==> config.mk <==
export PLATFORM = sky130hd
export DESIGN_NAME = sensor_frame_receiver_top_flat
export DESIGN_NICKNAME = d
export VERILOG_FILES = /design/src/rtl/sfr_pkg.sv /design/src/rtl/sfr_if.sv /design/src/rtl/sensor_frame_receiver_top.sv /design/src/rtl/sfr_parser.sv /design/src/rtl/sfr_table.sv /design/src/flat_wrapper.sv
export SDC_FILE = /design/constraint.sdc
export NUM_CORES = 1
export LEC_CHECK = 0
export BUFFER_PORTS_ARGS = -buffer_cell sky130_fd_sc_hd__buf_2
export CORE_MARGIN = 2
export CORE_UTILIZATION = 54
export CTS_CLUSTER_DIAMETER = 60
export CTS_CLUSTER_SIZE = 30
export DETAILED_ROUTE_END_ITERATION = 7
export GPL_TIMING_DRIVEN = 1
export PLACE_DENSITY = 0.85
export SLEW_MARGIN = 20
export SYNTH_ARGS = -nofsm -noshare
export SYNTH_HDL_FRONTEND = slang
export SYNTH_SLANG_ARGS = --single-unit
==> constraint.sdc <==
create_clock -name clk -period 5.93 [get_ports clk]
set_input_delay 1.4825 -clock clk [delete_from_list [all_inputs] [get_ports clk]]
set_output_delay 1.4825 -clock clk [all_outputs]
set_load 0.005 [all_outputs]
==> src/rtl/sfr_pkg.sv <==
package sfr_pkg;

	localparam int NUM_SENSORS = 3;

	localparam int BYTE_W = 8;
	localparam int DIST_W = 16;
	localparam int POS_W  = 3;

	localparam logic [POS_W-1:0] POS_HEADER = 3'd0;
	localparam logic [POS_W-1:0] POS_FIRST  = 3'd1;
	localparam logic [POS_W-1:0] POS_ID     = 3'd1;
	localparam logic [POS_W-1:0] POS_HIGH   = 3'd3;
	localparam logic [POS_W-1:0] POS_LOW    = 3'd4;
	localparam logic [POS_W-1:0] POS_CHECK  = 3'd5;
	localparam logic [POS_W-1:0] POS_LAST   = 3'd6;

	localparam logic [BYTE_W-1:0] HEADER_RESET  = 8'hCC;
	localparam logic [BYTE_W-1:0] ID_BASE_RESET = 8'h11;

	localparam int CFG_IDX_W = 1;

	typedef enum logic [CFG_IDX_W-1:0] {
		REG_HEADER  = 1'b0,
		REG_ID_BASE = 1'b1
	} cfg_reg_t;

	typedef enum logic [2:0] {
		ST_IDLE    = 3'd0,
		ST_STORED  = 3'd1,
		ST_BADSUM  = 3'd2,
		ST_BADID   = 3'd3,
		ST_LINEERR = 3'd4,
		ST_CLEARED = 3'd5
	} status_t;

	typedef struct packed {
		logic              clear;
		logic              wr;
		logic [BYTE_W-1:0] idx;
		logic [DIST_W-1:0] data;
	} tbl_cmd_t;

	typedef struct packed {
		logic [DIST_W-1:0] dist_a;
		logic [DIST_W-1:0] dist_b;
		logic [DIST_W-1:0] dist_c;
		logic              all_present;
	} dist_view_t;

endpackage

==> src/rtl/sfr_if.sv <==
interface sfr_in_if;
	logic       valid;
	logic       ready;
	logic       action;
	logic [7:0] rx_byte;
	logic       line_error;

	modport source (output valid, action, rx_byte, line_error, input ready);
	modport sink (input valid, action, rx_byte, line_error, output ready);
endinterface

interface sfr_out_if;
	logic        valid;
	logic        ready;
	logic [2:0]  status;
	logic [15:0] dist_a;
	logic [15:0] dist_b;
	logic [15:0] dist_c;
	logic        all_present;

	modport source (output valid, status, dist_a, dist_b, dist_c, all_present, input ready);
	modport sink (input valid, status, dist_a, dist_b, dist_c, all_present, output ready);
endinterface

interface sfr_cfg_if;
	logic       valid;
	logic       ready;
	logic [0:0] index;
	logic [7:0] data;

	modport source (output valid, index, data, input ready);
	modport sink (input valid, index, data, output ready);
endinterface

==> src/rtl/sensor_frame_receiver_top.sv <==
// channel  | dir | handshake     | payload
// item     | in  | valid / ready | action, rx_byte, line_error
// result   | out | valid / ready | status, dist_a, dist_b, dist_c, all_present
// cfg      | in  | valid / ready | index, data (0 header byte, 1 id base)
//
// one byte per cycle unless the result stalls; a result is registered as its item
// leaves the item register; the item and result registers are the two stages;
// the frame parser and the distance table update as an item leaves the item register
// a stalled result holds the result register; an empty item register takes one more
// arst_n clears frame state, the table, the valid flags and loads the register defaults
module sensor_frame_receiver_top
	import sfr_pkg::*;
(
	input logic       clk,
	input logic       arst_n,
	sfr_in_if.sink    item,
	sfr_out_if.source result,
	sfr_cfg_if.sink   cfg
);

	logic              valid_s1;
	logic              action_s1;
	logic [BYTE_W-1:0] rx_s1;
	logic              lerr_s1;
	logic              valid_s2;
	status_t           status_s2;
	dist_view_t        view_s2;
	logic [BYTE_W-1:0] header_q;
	logic [BYTE_W-1:0] base_q;
	logic              advance;
	status_t           status;
	tbl_cmd_t          cmd;
	dist_view_t        view;

	assign advance    = valid_s1 && (!valid_s2 || result.ready);
	assign item.ready = !valid_s1 || advance;
	assign cfg.ready  = 1'b1;

	always_ff @(posedge clk or negedge arst_n) begin
		if (!arst_n) begin
			header_q <= HEADER_RESET;
			base_q   <= ID_BASE_RESET;
		end else if (cfg.valid) begin
			case (cfg_reg_t'(cfg.index))
				REG_HEADER:  header_q <= cfg.data;
				REG_ID_BASE: base_q   <= cfg.data;
				default: ;
			endcase
		end
	end

	always_ff @(posedge clk or negedge arst_n) begin
		if (!arst_n) begin
			valid_s1 <= 1'b0;
		end else if (item.ready) begin
			valid_s1 <= item.valid;
		end
	end

	always_ff @(posedge clk) begin
		if (item.valid && item.ready) begin
			action_s1 <= item.action;
			rx_s1     <= item.rx_byte;
			lerr_s1   <= item.line_error;
		end
	end

	sfr_parser u_parser (
		.clk         (clk),
		.arst_n      (arst_n),
		.advance     (advance),
		.action      (action_s1),
		.rx_byte     (rx_s1),
		.line_error  (lerr_s1),
		.header_byte (header_q),
		.id_base     (base_q),
		.status      (status),
		.cmd         (cmd)
	);

	sfr_table u_table (
		.clk     (clk),
		.arst_n  (arst_n),
		.advance (advance),
		.cmd     (cmd),
		.view    (view)
	);

	always_ff @(posedge clk or negedge arst_n) begin
		if (!arst_n) begin
			valid_s2 <= 1'b0;
		end else if (advance) begin
			valid_s2 <= 1'b1;
		end else if (result.ready) begin
			valid_s2 <= 1'b0;
		end
	end

	always_ff @(posedge clk) begin
		if (advance) begin
			status_s2 <= status;
			view_s2   <= view;
		end
	end

	assign result.valid       = valid_s2;
	assign result.status      = status_s2;
	assign result.dist_a      = view_s2.dist_a;
	assign result.dist_b      = view_s2.dist_b;
	assign result.dist_c      = view_s2.dist_c;
	assign result.all_present = view_s2.all_present;

endmodule

==> src/rtl/sfr_parser.sv <==
module sfr_parser
	import sfr_pkg::*;
(
	input  logic              clk,
	input  logic              arst_n,
	input  logic              advance,
	input  logic              action,
	input  logic [BYTE_W-1:0] rx_byte,
	input  logic              line_error,
	input  logic [BYTE_W-1:0] header_byte,
	input  logic [BYTE_W-1:0] id_base,
	output status_t           status,
	output tbl_cmd_t          cmd
);

	logic [POS_W-1:0]  pos_q, pos_n;
	logic [BYTE_W-1:0] sum_q, sum_n;
	logic [BYTE_W-1:0] id_q, id_n;
	logic [BYTE_W-1:0] high_q, high_n;
	logic [BYTE_W-1:0] low_q, low_n;
	logic [BYTE_W-1:0] chk_q, chk_n;
	logic [BYTE_W-1:0] sum_add;
	logic [BYTE_W-1:0] idx;

	assign sum_add = sum_q + rx_byte;
	assign idx     = id_q - id_base;

	always_comb begin
		pos_n  = pos_q;
		sum_n  = sum_q;
		id_n   = id_q;
		high_n = high_q;
		low_n  = low_q;
		chk_n  = chk_q;
		status = ST_IDLE;
		cmd    = '0;
		cmd.idx  = idx;
		cmd.data = {high_q, low_q};
		if (action) begin
			cmd.clear = 1'b1;
			status    = ST_CLEARED;
		end else if (line_error) begin
			pos_n  = POS_HEADER;
			status = ST_LINEERR;
		end else if (pos_q == POS_HEADER) begin
			if (rx_byte == header_byte) begin
				sum_n = rx_byte;
				pos_n = POS_FIRST;
			end
		end else begin
			case (pos_q)
				POS_ID:    id_n   = rx_byte;
				POS_HIGH:  high_n = rx_byte;
				POS_LOW:   low_n  = rx_byte;
				POS_CHECK: chk_n  = rx_byte;
				default: ;
			endcase
			if (pos_q != POS_CHECK) begin
				sum_n = sum_add;
			end
			pos_n = pos_q + POS_FIRST;
			if (pos_q == POS_LAST) begin
				pos_n = POS_HEADER;
				if (sum_add == chk_q) begin
					if (idx < BYTE_W'(NUM_SENSORS)) begin
						cmd.wr = 1'b1;
						status = ST_STORED;
					end else begin
						status = ST_BADID;
					end
				end else begin
					status = ST_BADSUM;
				end
			end
		end
	end

	always_ff @(posedge clk or negedge arst_n) begin
		if (!arst_n) begin
			pos_q  <= POS_HEADER;
			sum_q  <= '0;
			id_q   <= '0;
			high_q <= '0;
			low_q  <= '0;
			chk_q  <= '0;
		end else if (advance) begin
			pos_q  <= pos_n;
			sum_q  <= sum_n;
			id_q   <= id_n;
			high_q <= high_n;
			low_q  <= low_n;
			chk_q  <= chk_n;
		end
	end

endmodule

==> src/rtl/sfr_table.sv <==
module sfr_table
	import sfr_pkg::*;
(
	input  logic       clk,
	input  logic       arst_n,
	input  logic       advance,
	input  tbl_cmd_t   cmd,
	output dist_view_t view
);

	logic [DIST_W-1:0] tbl_q [NUM_SENSORS];
	logic [DIST_W-1:0] tbl_n [NUM_SENSORS];
	logic [DIST_W-1:0] shown [3];

	always_comb begin
		for (int i = 0; i < NUM_SENSORS; i++) begin
			if (cmd.clear) begin
				tbl_n[i] = '0;
			end else if (cmd.wr && cmd.idx == BYTE_W'(i)) begin
				tbl_n[i] = cmd.data;
			end else begin
				tbl_n[i] = tbl_q[i];
			end
		end
	end

	for (genvar k = 0; k < 3; k++) begin : g_show
		if (k < NUM_SENSORS) begin : g_have
			assign shown[k] = tbl_n[k];
		end else begin : g_none
			assign shown[k] = '0;
		end
	end

	assign view.dist_a      = shown[0];
	assign view.dist_b      = shown[1];
	assign view.dist_c      = shown[2];
	assign view.all_present = (shown[0] != '0) && (shown[1] != '0) && (shown[2] != '0);

	always_ff @(posedge clk or negedge arst_n) begin
		if (!arst_n) begin
			for (int i = 0; i < NUM_SENSORS; i++) begin
				tbl_q[i] <= '0;
			end
		end else if (advance) begin
			for (int i = 0; i < NUM_SENSORS; i++) begin
				tbl_q[i] <= tbl_n[i];
			end
		end
	end

endmodule

==> src/flat_wrapper.sv <==
// flat-port wrapper written by rule: the top's interface ports become plain ports
module sensor_frame_receiver_top_flat import sfr_pkg::*;
  (clk, arst_n, item_valid, item_action, item_rx_byte, item_line_error, item_ready, result_valid, result_status, result_dist_a, result_dist_b, result_dist_c, result_all_present, result_ready, cfg_valid, cfg_index, cfg_data, cfg_ready);
  sfr_in_if item_i ();
  sfr_out_if result_i ();
  sfr_cfg_if cfg_i ();
  input logic clk;
  input logic arst_n;
  input wire logic [$bits(item_i.valid)-1:0] item_valid;
  input wire logic [$bits(item_i.action)-1:0] item_action;
  input wire logic [$bits(item_i.rx_byte)-1:0] item_rx_byte;
  input wire logic [$bits(item_i.line_error)-1:0] item_line_error;
  output wire logic [$bits(item_i.ready)-1:0] item_ready;
  output wire logic [$bits(result_i.valid)-1:0] result_valid;
  output wire logic [$bits(result_i.status)-1:0] result_status;
  output wire logic [$bits(result_i.dist_a)-1:0] result_dist_a;
  output wire logic [$bits(result_i.dist_b)-1:0] result_dist_b;
  output wire logic [$bits(result_i.dist_c)-1:0] result_dist_c;
  output wire logic [$bits(result_i.all_present)-1:0] result_all_present;
  input wire logic [$bits(result_i.ready)-1:0] result_ready;
  input wire logic [$bits(cfg_i.valid)-1:0] cfg_valid;
  input wire logic [$bits(cfg_i.index)-1:0] cfg_index;
  input wire logic [$bits(cfg_i.data)-1:0] cfg_data;
  output wire logic [$bits(cfg_i.ready)-1:0] cfg_ready;
  assign item_i.valid = item_valid;
  assign item_i.action = item_action;
  assign item_i.rx_byte = item_rx_byte;
  assign item_i.line_error = item_line_error;
  assign item_ready = item_i.ready;
  assign result_valid = result_i.valid;
  assign result_status = result_i.status;
  assign result_dist_a = result_i.dist_a;
  assign result_dist_b = result_i.dist_b;
  assign result_dist_c = result_i.dist_c;
  assign result_all_present = result_i.all_present;
  assign result_i.ready = result_ready;
  assign cfg_i.valid = cfg_valid;
  assign cfg_i.index = cfg_index;
  assign cfg_i.data = cfg_data;
  assign cfg_ready = cfg_i.ready;
  sensor_frame_receiver_top u_core (.clk(clk), .arst_n(arst_n), .item(item_i), .result(result_i), .cfg(cfg_i));
endmodule
==> results of run 1 <==
## metal layers
layer	track usage (%)	part of all wire, %
met2	37.2	46
met1	33.1	42
met3	5.70	8.7
met4	9.57	3.3
met5	0	0
## cell usage in the layout, fill, tap and decap left out, types with 5 or more instances in the layout
| cell | netlist | final |
|---|---|---|
| sky130_fd_sc_hd__a211oi_1 | 5 | 5 |
| sky130_fd_sc_hd__a21oi_1 | 48 | 48 |
| sky130_fd_sc_hd__a221o_1 | 33 | 33 |
| sky130_fd_sc_hd__and3_1 | 31 | 31 |
| sky130_fd_sc_hd__buf_2 | 4 | 76 |
| sky130_fd_sc_hd__buf_4 | 3 | 11 |
| sky130_fd_sc_hd__clkbuf_16 | 0 | 18 |
| sky130_fd_sc_hd__dfrtp_1 | 103 | 103 |
| sky130_fd_sc_hd__dfstp_2 | 6 | 6 |
| sky130_fd_sc_hd__edfxtp_1 | 62 | 62 |
| sky130_fd_sc_hd__ha_1 | 16 | 16 |
| sky130_fd_sc_hd__inv_1 | 16 | 15 |
| sky130_fd_sc_hd__mux2_2 | 50 | 50 |
| sky130_fd_sc_hd__mux2i_1 | 21 | 21 |
| sky130_fd_sc_hd__nand2_1 | 124 | 123 |
| sky130_fd_sc_hd__nand2b_1 | 6 | 6 |
| sky130_fd_sc_hd__nand3_1 | 6 | 6 |
| sky130_fd_sc_hd__nand4_1 | 6 | 6 |
| sky130_fd_sc_hd__nor2_1 | 37 | 37 |
| sky130_fd_sc_hd__nor3_1 | 8 | 8 |
| sky130_fd_sc_hd__nor3b_1 | 16 | 16 |
| sky130_fd_sc_hd__nor4_1 | 20 | 18 |
| sky130_fd_sc_hd__o211ai_1 | 15 | 15 |
| sky130_fd_sc_hd__o21ai_0 | 8 | 8 |
| sky130_fd_sc_hd__xnor2_1 | 15 | 15 |
| sky130_fd_sc_hd__xor2_1 | 16 | 16 |
## critical path, delay by kind of cell, from the launching register on
family	cells	cell delay, ns
flops	1	0.51
simple gates	5	2.26
compound gates	1	0.22
fa+ha+maj	2	0.76
xor+xnor	2	0.39
## metrics by stage
step	cells	power, mW	area, um^2	setup WS (ns)
after CTS	1007	3.46	9440	1.80
final	1007	3.45	9440	1.73
after detailed placement	975	2.41	8890	1.81
after floorplan	743	2.15	8370	1.83
after global placement	975	2.36	8890	1.97
after global routing	1007	3.63	9440	1.45
## cells by family after synthesis
| kind of cell | Yosys count | synth area share, % |
|---|---|---|
| DFF | 171 | 55.0 |
| other | 1 | 0.0448 |
| and+or+nand+nor | 266 | 15.4 |
| xor gates and xnor gates | 32 | 3.51 |
| buffers and inverters | 59 | 3.02 |
| AOI/OAI and AO/OA | 125 | 11.0 |
| adders and majority gates | 18 | 2.87 |
| muxes | 71 | 9.24 |
## final timing paths
path	slack, ns	cells past startpoint	startpoint	end
worst max-delay path	1.73	10	u_core.rx_s1[0]	u_core.u_table.tbl_q[24]
worst min-delay path	0.51	1	u_core.base_q[6]	u_core.base_q[6]
worst max register to register	1.73	10	u_core.rx_s1[0]	u_core.u_table.tbl_q[24]
worst min register to register	0.51	1	u_core.base_q[6]	u_core.base_q[6]
max in group asynchronous	3.66	2	arst_n	u_core.u_table.tbl_q[6]
min in group asynchronous	1.14	1	arst_n	u_core.u_table.tbl_q[23]
## report_power, final
part / leakage, nW / switching (mW) / internal (mW)
Clock: 0.274 / 0.468 / 0.577
Sequential: 2.05 / 0.179 / 1.40
Combinational: 1.85 / 0.462 / 0.369
Total: 4.17 / 1.11 / 2.34
## cell type report
class | instances | area share, %
clock inverter | 11 | 0.875
inverter | 16 | 0.636
tap | 188 | 2.49
timing repair buffer | 87 | 4.90
multi-input combinational | 513 | 37.4
sequential | 171 | 48.7
clock buffer | 21 | 5.00
## state kept, by name (all words and copies together), names as in the netlist, 3 cells and up
register,flops
u_core.u_table.tbl_q,48
u_core.result.dist_a,16
u_core.result.dist_b,16
u_core.result.dist_c,16
u_core.base_q,8
u_core.header_q,8
u_core.rx_s1,8
u_core.u_parser.chk_q,8
u_core.u_parser.high_q,8
u_core.u_parser.id_q,8
u_core.u_parser.low_q,8
u_core.u_parser.sum_q,8
u_core.result.status,3
u_core.u_parser.pos_q,3
==> metrics.txt, run 1 <==
Ys Warns 0; min cycle time layout 4.20 ns; Initial Util around 55%; slew at the pin closest to its max-slew limit 0.962 ns; post-synth cell types 51; routed wire length 18900 um; worst setup skew after layout around 0.0088 ns; HPWL Detailed between 10000 and 15000 um; Slew Limit Fails 0; Hold Buf Count CTS 0; overall die area 16500 um^2; max-cap violations 0; GRT Overall Usage 24.0%; Final #Nets about 850; clock latency on the worst-skew pair roughly 0.43 ns; global-route wire length before repair around 31000 um; worst min-delay path category flip-flop to flip-flop; final-report setup violation count 0; category of the most critical setup path flip-flop to flip-flop; CP startpoint kind flip-flop; initial antenna violation count 0; slew margin rel. ~36%; Routed Antenna Nets 0; clock tree root driver cell sky130_fd_sc_hd__clkbuf_16; largest fanout of any net on the critical path 32; reported leakage power between 4 and 5 nW; register cell area after layout 4600 um^2; average size of a mapped cell about 11 um^2; post-CTS setup buffer count 0; proportion of synthesized chip area in sequential cells between 50% and 60%; post-synthesis instance area between 8000 and 9000 um^2; unrepaired setup endpoints after global routing false; vertical die dimension 128 um; number of enable flip-flop cells after synthesis 62; vias in the first global route roughly 5900; final-layout fill cell count 1101; Hold Violations, Final 0; arrival time of data at the critical path endpoint ~4.6 ns; fraction of layout cells with a size suffix above 1 about 22%; clock transition time at the flip-flop clock pins of the worst setup and hold paths roughly 0.06 ns; top flip-flop cell by instance count after synthesis sky130_fd_sc_hd__dfrtp_1; Fin Hold WS roughly 0.51 ns; leading post-synthesis cells by instance count sky130_fd_sc_hd__nand2_1, sky130_fd_sc_hd__dfrtp_1, sky130_fd_sc_hd__edfxtp_1; CP peak stage delay approximately 0.97 ns; most repeated cell in the gate-level netlist after synthesis sky130_fd_sc_hd__nand2_1; number of gates resized after cts 0; share of the clock period used by the worst path after layout approximately 70%; setup_tns 0 ns; area taken by multi-input logic gates roughly 3500 um^2; number of vias in the routed layout slightly above 6000; number of H-tree levels 4; slowest cell on the critical path sky130_fd_sc_hd__or4_1; most area-hungry cell type in the Yosys netlist sky130_fd_sc_hd__dfrtp_1; synth top area cells sky130_fd_sc_hd__dfrtp_1, sky130_fd_sc_hd__edfxtp_1, sky130_fd_sc_hd__mux2_2, sky130_fd_sc_hd__nand2_1, sky130_fd_sc_hd__a221o_1; CTS Sinks 171; number of CTS-inserted buffers 17; clock tree from TritonCTS built; Synth Net Count between 700 and 800; Mapped Cells approximately 740; critical path required time 6.29 ns; IO Count between 70 and 80; cell-by-cell trace of the critical path ha_1 > fa_1 > xnor2_1 > xor2_1 > nand3_1 > nor4_1 > nand4_1 > or4_1 > nor2_4 > a221o_1; pin count of the biggest net entering global routing between 60 and 70; maximum buffer depth of the clock tree 2; fraction of synthesized cell area taken by the top area cell type slightly above 30%; WL/cell between 15 and 20 um; detailed-routing iteration count for the pre-antenna-repair pass 6; total global routing overflow 0; remaining routing DRC violations 0; diode count 0; core area about 15000 um^2; CP Capture Type flip-flop; pwr/cell area 365 nW/um^2; run status finished, final reports clean; DR iter-0 viols between 600 and 700; Final Core Density between 60% and 70%; Async S/R FF share, synth 63.7%; Via-to-Cell Ratio roughly 6.2; count of buffers from port buffering 77; Final Wtd Congestion between 0.8 and 0.9; peak supply drop between 200 and 250 uV; maximum frequency from static timing analysis about 0.24 GHz; post-synthesis to final-layout area growth 12.8%; placement row count between 40 and 50; width of the chip 128 um; number of storage elements in the synthesis netlist 171
Power figures use the tool's default switching activity.
==> run 2: changes to the inputs <==
--- a/config.mk
+++ b/config.mk
@@ -5,6 +5,7 @@
 export SDC_FILE = /design/constraint.sdc
 export NUM_CORES = 1
 export LEC_CHECK = 0
+export ABC_AREA = 1
 export BUFFER_PORTS_ARGS = -buffer_cell sky130_fd_sc_hd__buf_2
 export CORE_MARGIN = 2
 export CORE_UTILIZATION = 54
@@ -12,7 +13,7 @@
 export CTS_CLUSTER_SIZE = 30
 export DETAILED_ROUTE_END_ITERATION = 7
 export GPL_TIMING_DRIVEN = 1
-export PLACE_DENSITY = 0.85
+export PLACE_DENSITY = 0.87
 export SLEW_MARGIN = 20
 export SYNTH_ARGS = -nofsm -noshare
 export SYNTH_HDL_FRONTEND = slang
==> constraint.sdc (replaced) <==
create_clock -name clk -period 3.45 [get_ports clk]
set_input_delay 0.8625 -clock clk [delete_from_list [all_inputs] [get_ports clk]]
set_output_delay 0.8625 -clock clk [all_outputs]
set_load 0.005 [all_outputs]
==> run 2 against run 1 <==
Cell area rose by 7.6%. Wire length increased by 11%. Flip-flop and latch count stayed put. Via count increased by 16%. Non-clock buffer count is 18 higher. Largest power group unchanged. Register-to-register slack worse by 1.6 ns. Highest routed layer unchanged. Combinational power up 150%. Synthesized area increased by 2.5%.
==> metrics.txt, run 2 <==
Internal Power 4.42 mW (was 2.34 mW); max FFs per register 48 (unchanged); post-synthesis instance area 8580 um^2 (was 8370 um^2); cell-by-cell trace of the critical path ha_1 > inv_1 > fa_2 > inv_1 > o2111ai_1 > nor3_4 > buf_4 > nand4_2 > buf_4 > nand2_1 > nand3_1 > nand2_1 > nor2_1 > nand2_1 > o21ai_2 > nor2_1 (was ha_1 > fa_1 > xnor2_1 > xor2_1 > nand3_1 > nor4_1 > nand4_1 > or4_1 > nor2_4 > a221o_1); CP Capture Type flip-flop (unchanged); core area 15700 um^2 (was 15100 um^2); worst min-delay path category input port to async pin (was flip-flop to flip-flop); reported leakage power 5.33 nW (was 4.17 nW); vertical die dimension 130 um (was 128 um); share of power burned in the clock network 31.4% (was 30.3%); HPWL Detailed 13400 um (was 12200 um); post-synthesis to final-layout area growth 18.4% (was 12.8%); clock transition time at the flip-flop clock pins of the worst setup and hold paths 0.07 ns (was 0.06 ns); largest fanout of any net on the critical path 16 (was 32); worst setup slack after layout 0.108 ns (was 1.73 ns); GRT Overall Usage 25.0% (was 24.0%); critical register-to-register path startpoint u_core.base_q[0] (was u_core.rx_s1[0]); combinational power share 30.5% (was 24.1%); critical path required time 3.65 ns (was 6.29 ns); Routed Antenna Nets 0 (unchanged); slew margin rel. 42.8% (was 35.9%); clock tree from TritonCTS built (unchanged); detailed-routing iteration count for the pre-antenna-repair pass 6 (unchanged); peak supply drop 657 uV (was 235 uV); pwr/cell area 668 nW/um^2 (was 365 nW/um^2); most area-hungry cell type in the Yosys netlist sky130_fd_sc_hd__dfrtp_1 (unchanged); WL/cell 15.6 um (was 18.8 um); maximum buffer depth of the clock tree 2 (unchanged); Mapped Cells 1021 (was 743); most repeated cell in the gate-level netlist after synthesis sky130_fd_sc_hd__nand2_1 (unchanged); initial antenna violation count 0 (unchanged); routed wire length 20900 um (was 18900 um); number of H-tree levels 4 (unchanged); final-report setup violation count 0 (unchanged); run status finished, final reports clean (unchanged); count of buffers from port buffering 77 (unchanged); post-synth cell types 46 (was 51); Net Sw Frac 34.8% (was 32.1%); synth top area cells sky130_fd_sc_hd__dfrtp_1, sky130_fd_sc_hd__edfxtp_1, sky130_fd_sc_hd__nand2_1, sky130_fd_sc_hd__inv_1, sky130_fd_sc_hd__nand3_1 (was sky130_fd_sc_hd__dfrtp_1, sky130_fd_sc_hd__edfxtp_1, sky130_fd_sc_hd__mux2_2, sky130_fd_sc_hd__nand2_1, sky130_fd_sc_hd__a221o_1); slew at the pin closest to its max-slew limit 0.858 ns (was 0.962 ns); Largest Register u_core.u_table.tbl_q (unchanged); remaining routing DRC violations 0 (unchanged); share of the clock period used by the worst path after layout 96.9% (was 70.8%); Hold Buf Count CTS 0 (unchanged); fraction of layout cells with a size suffix above 1 18.4% (was 22.3%); overall power after layout 6.78 mW (was 3.45 mW); number of enable flip-flop cells after synthesis 62 (unchanged); overall die area 16900 um^2 (was 16500 um^2); sequential share of power 38.1% (was 45.7%); min cycle time layout 3.34 ns (was 4.20 ns); slowest cell on the critical path sky130_fd_sc_hd__fa_2 (was sky130_fd_sc_hd__or4_1); Via-to-Cell Ratio 5.35 (was 6.18); Final #Nets 1157 (was 848); net switching power 2.36 mW (was 1.11 mW); vias in the first global route 6569 (was 5939); Async S/R FF share, synth 63.7% (unchanged); total global routing overflow 0 (unchanged); maximum frequency from static timing analysis 0.299 GHz (was 0.238 GHz); CP peak stage delay 0.59 ns (was 0.97 ns); Slew Limit Fails 0 (unchanged); clock latency on the worst-skew pair 0.44 ns (was 0.43 ns); post-place setup slack -0.0308 ns (was 1.81 ns); DR iter-0 viols 998 (was 697); worst setup skew after layout 0.0108 ns (was 0.00878 ns); top flip-flop cell by instance count after synthesis sky130_fd_sc_hd__dfrtp_1 (unchanged); global-route wire length before repair 32200 um (was 30700 um); setup_tns 0 ns (unchanged); number of vias in the routed layout 7197 (was 6228); Hold Violations, Final 0 (unchanged); CP startpoint kind flip-flop (unchanged); kind of cell adding the most delay to the critical path simple AND/OR/NAND/NOR gates (unchanged); category of the most critical setup path flip-flop to flip-flop (unchanged); IO Count 79 (unchanged); Synth Net Count 1063 (was 785); commonest non-fill, non-tap cell in the layout sky130_fd_sc_hd__nand2_1 (unchanged); Worst Path Buf+Inv 4 (was 0); diode count 0 (unchanged); number of storage elements in the synthesis netlist 171 (unchanged); pin count of the biggest net entering global routing 98 (was 68); Critical Path Source u_core.base_q[0] (was u_core.rx_s1[0]); leading post-synthesis cells by instance count sky130_fd_sc_hd__nand2_1, sky130_fd_sc_hd__inv_1, sky130_fd_sc_hd__nand3_1 (was sky130_fd_sc_hd__nand2_1, sky130_fd_sc_hd__dfrtp_1, sky130_fd_sc_hd__edfxtp_1); arrival time of data at the critical path endpoint 3.54 ns (was 4.56 ns); average size of a mapped cell 8.40 um^2 (was 11.3 um^2); placement row count 46 (was 45); most frequent cell on the critical path sky130_fd_sc_hd__nand2_1; max-cap violations 0 (unchanged); commonest cells after routing, fill and taps aside sky130_fd_sc_hd__nand2_1, sky130_fd_sc_hd__inv_1, sky130_fd_sc_hd__o21ai_0, sky130_fd_sc_hd__dfrtp_1, sky130_fd_sc_hd__nand3_1 (was sky130_fd_sc_hd__nand2_1, sky130_fd_sc_hd__dfrtp_1, sky130_fd_sc_hd__buf_2); fraction of synthesized cell area taken by the top area cell type 30.1% (was 30.8%); width of the chip 130 um (was 128 um); number of CTS-inserted buffers 17 (unchanged); clock tree root driver cell sky130_fd_sc_hd__clkbuf_16 (unchanged); Ys Warns 0 (unchanged); Initial Util 54.6% (was 55.2%); CTS Sinks 171 (unchanged); proportion of synthesized chip area in sequential cells 53.6% (was 55.0%); Final Wtd Congestion 0.926 (was 0.835)
==> run 2: cell types whose count changed after synthesis, sizes merged, moves of 14 or more <==
| cell | before | now |
|---|---|---|
| and3 | 31 | 0 |
| xor2 | 16 | 1 |
| mux2 | 50 | 0 |
| clkbuf | 34 | 17 |
| nand3 | 6 | 124 |
| nor4 | 21 | 1 |
| a221o | 33 | 0 |
| inv | 16 | 196 |
| mux2i | 21 | 0 |
| nand2 | 124 | 285 |
| o211ai | 15 | 1 |
| o21ai | 8 | 104 |
| nor3b | 16 | 0 |
| a21oi | 49 | 14 |
==> run 2: path summary, 6_finish.rpt <==
path	to	slack, ns	depth (start not counted)
min in group clk	u_core.u_table.tbl_q[36]	0.49	2
max in group asynchronous	u_core.base_q[0]	2.19	2
hold / removal	u_core.base_q[2]	0.48	1
setup / recovery	u_core.result.all_present	0.11	16
hold reg to reg	u_core.u_table.tbl_q[36]	0.49	2
setup reg to reg	u_core.result.all_present	0.11	16
==> run 2: what timing repair did <==
action / CTS / global route
endpoints found under the setup margin: 1 / 10
pin swaps: 2 / 12
resized for setup: 3 / 33
cloned: 2 / 1
setup buffers: 0 / 7
==> run 2: power groups by stage <==
| stage | Clock, mW | Combinational [mW] | Sequential [mW] |
|---|---|---|---|
| detailed placement | 0 | 1.93 | 2.61 |
| CTS | 2.13 | 1.97 | 2.58 |
| finish | 2.13 | 2.07 | 2.58 |
| floorplan | 0 | 1.40 | 2.59 |
| global route | 2.22 | 2.31 | 2.62 |
| global placement | 0 | 1.87 | 2.60 |
==> run 2: stage by stage <==
stage | hold slack (ns) | util, % | instance area [um^2] | std cells
after floorplan | 0.453 | - | 8580 | 1021
after global placement | 0.465 | 59.0 | 9260 | 1302
after detailed placement | 0.473 | 59.0 | 9260 | 1302
after CTS | 0.488 | 63.4 | 9950 | 1336
after global routing | 0.499 | 64.6 | 10200 | 1344
final | 0.482 | 64.6 | 10200 | 1344
==> run 2: cell families after synthesis <==
family,synth area share (%)
fa+ha+maj,2.80
flops,53.6
buf+inv,10.5
xor+xnor,1.11
compound gates,7.69
other cells,0.0437
simple gates,24.3
==> run 2: cell type report <==
cell class	count	area (um^2)
inverter	198	761
tap	216	270
fill	1190	5560
multi-input combinational	622	3240
sequential	171	4600
clock inverter	12	209
timing repair buffer	105	631
clock buffer	20	447
==> run 2: worst register-to-register path, stage by stage, from the launching register on <==
cell                        delay, ns
sky130_fd_sc_hd__dfstp_2         0.56
sky130_fd_sc_hd__ha_1            0.15
sky130_fd_sc_hd__inv_1           0.06
sky130_fd_sc_hd__fa_2            0.59
sky130_fd_sc_hd__inv_1           0.08
sky130_fd_sc_hd__o2111ai_1       0.33
sky130_fd_sc_hd__nor3_4          0.09
sky130_fd_sc_hd__buf_4           0.15
sky130_fd_sc_hd__nand4_2         0.07
sky130_fd_sc_hd__buf_4           0.23
sky130_fd_sc_hd__nand2_1         0.11
sky130_fd_sc_hd__nand3_1         0.14
sky130_fd_sc_hd__nand2_1         0.09
sky130_fd_sc_hd__nor2_1          0.14
sky130_fd_sc_hd__nand2_1         0.12
sky130_fd_sc_hd__o21ai_2         0.16
sky130_fd_sc_hd__nor2_1          0.05
==> run 2: metal layers <==
metal / vias to the layer above / wire length [um] / track usage, %
met5: - / 0 / 0
met4: 0 / 819 / 10.4
met3: 78 / 1560 / 6.19
met2: 373 / 10400 / 41.0
met1: 3325 / 8190 / 32.0
li1: 3421 / - / -
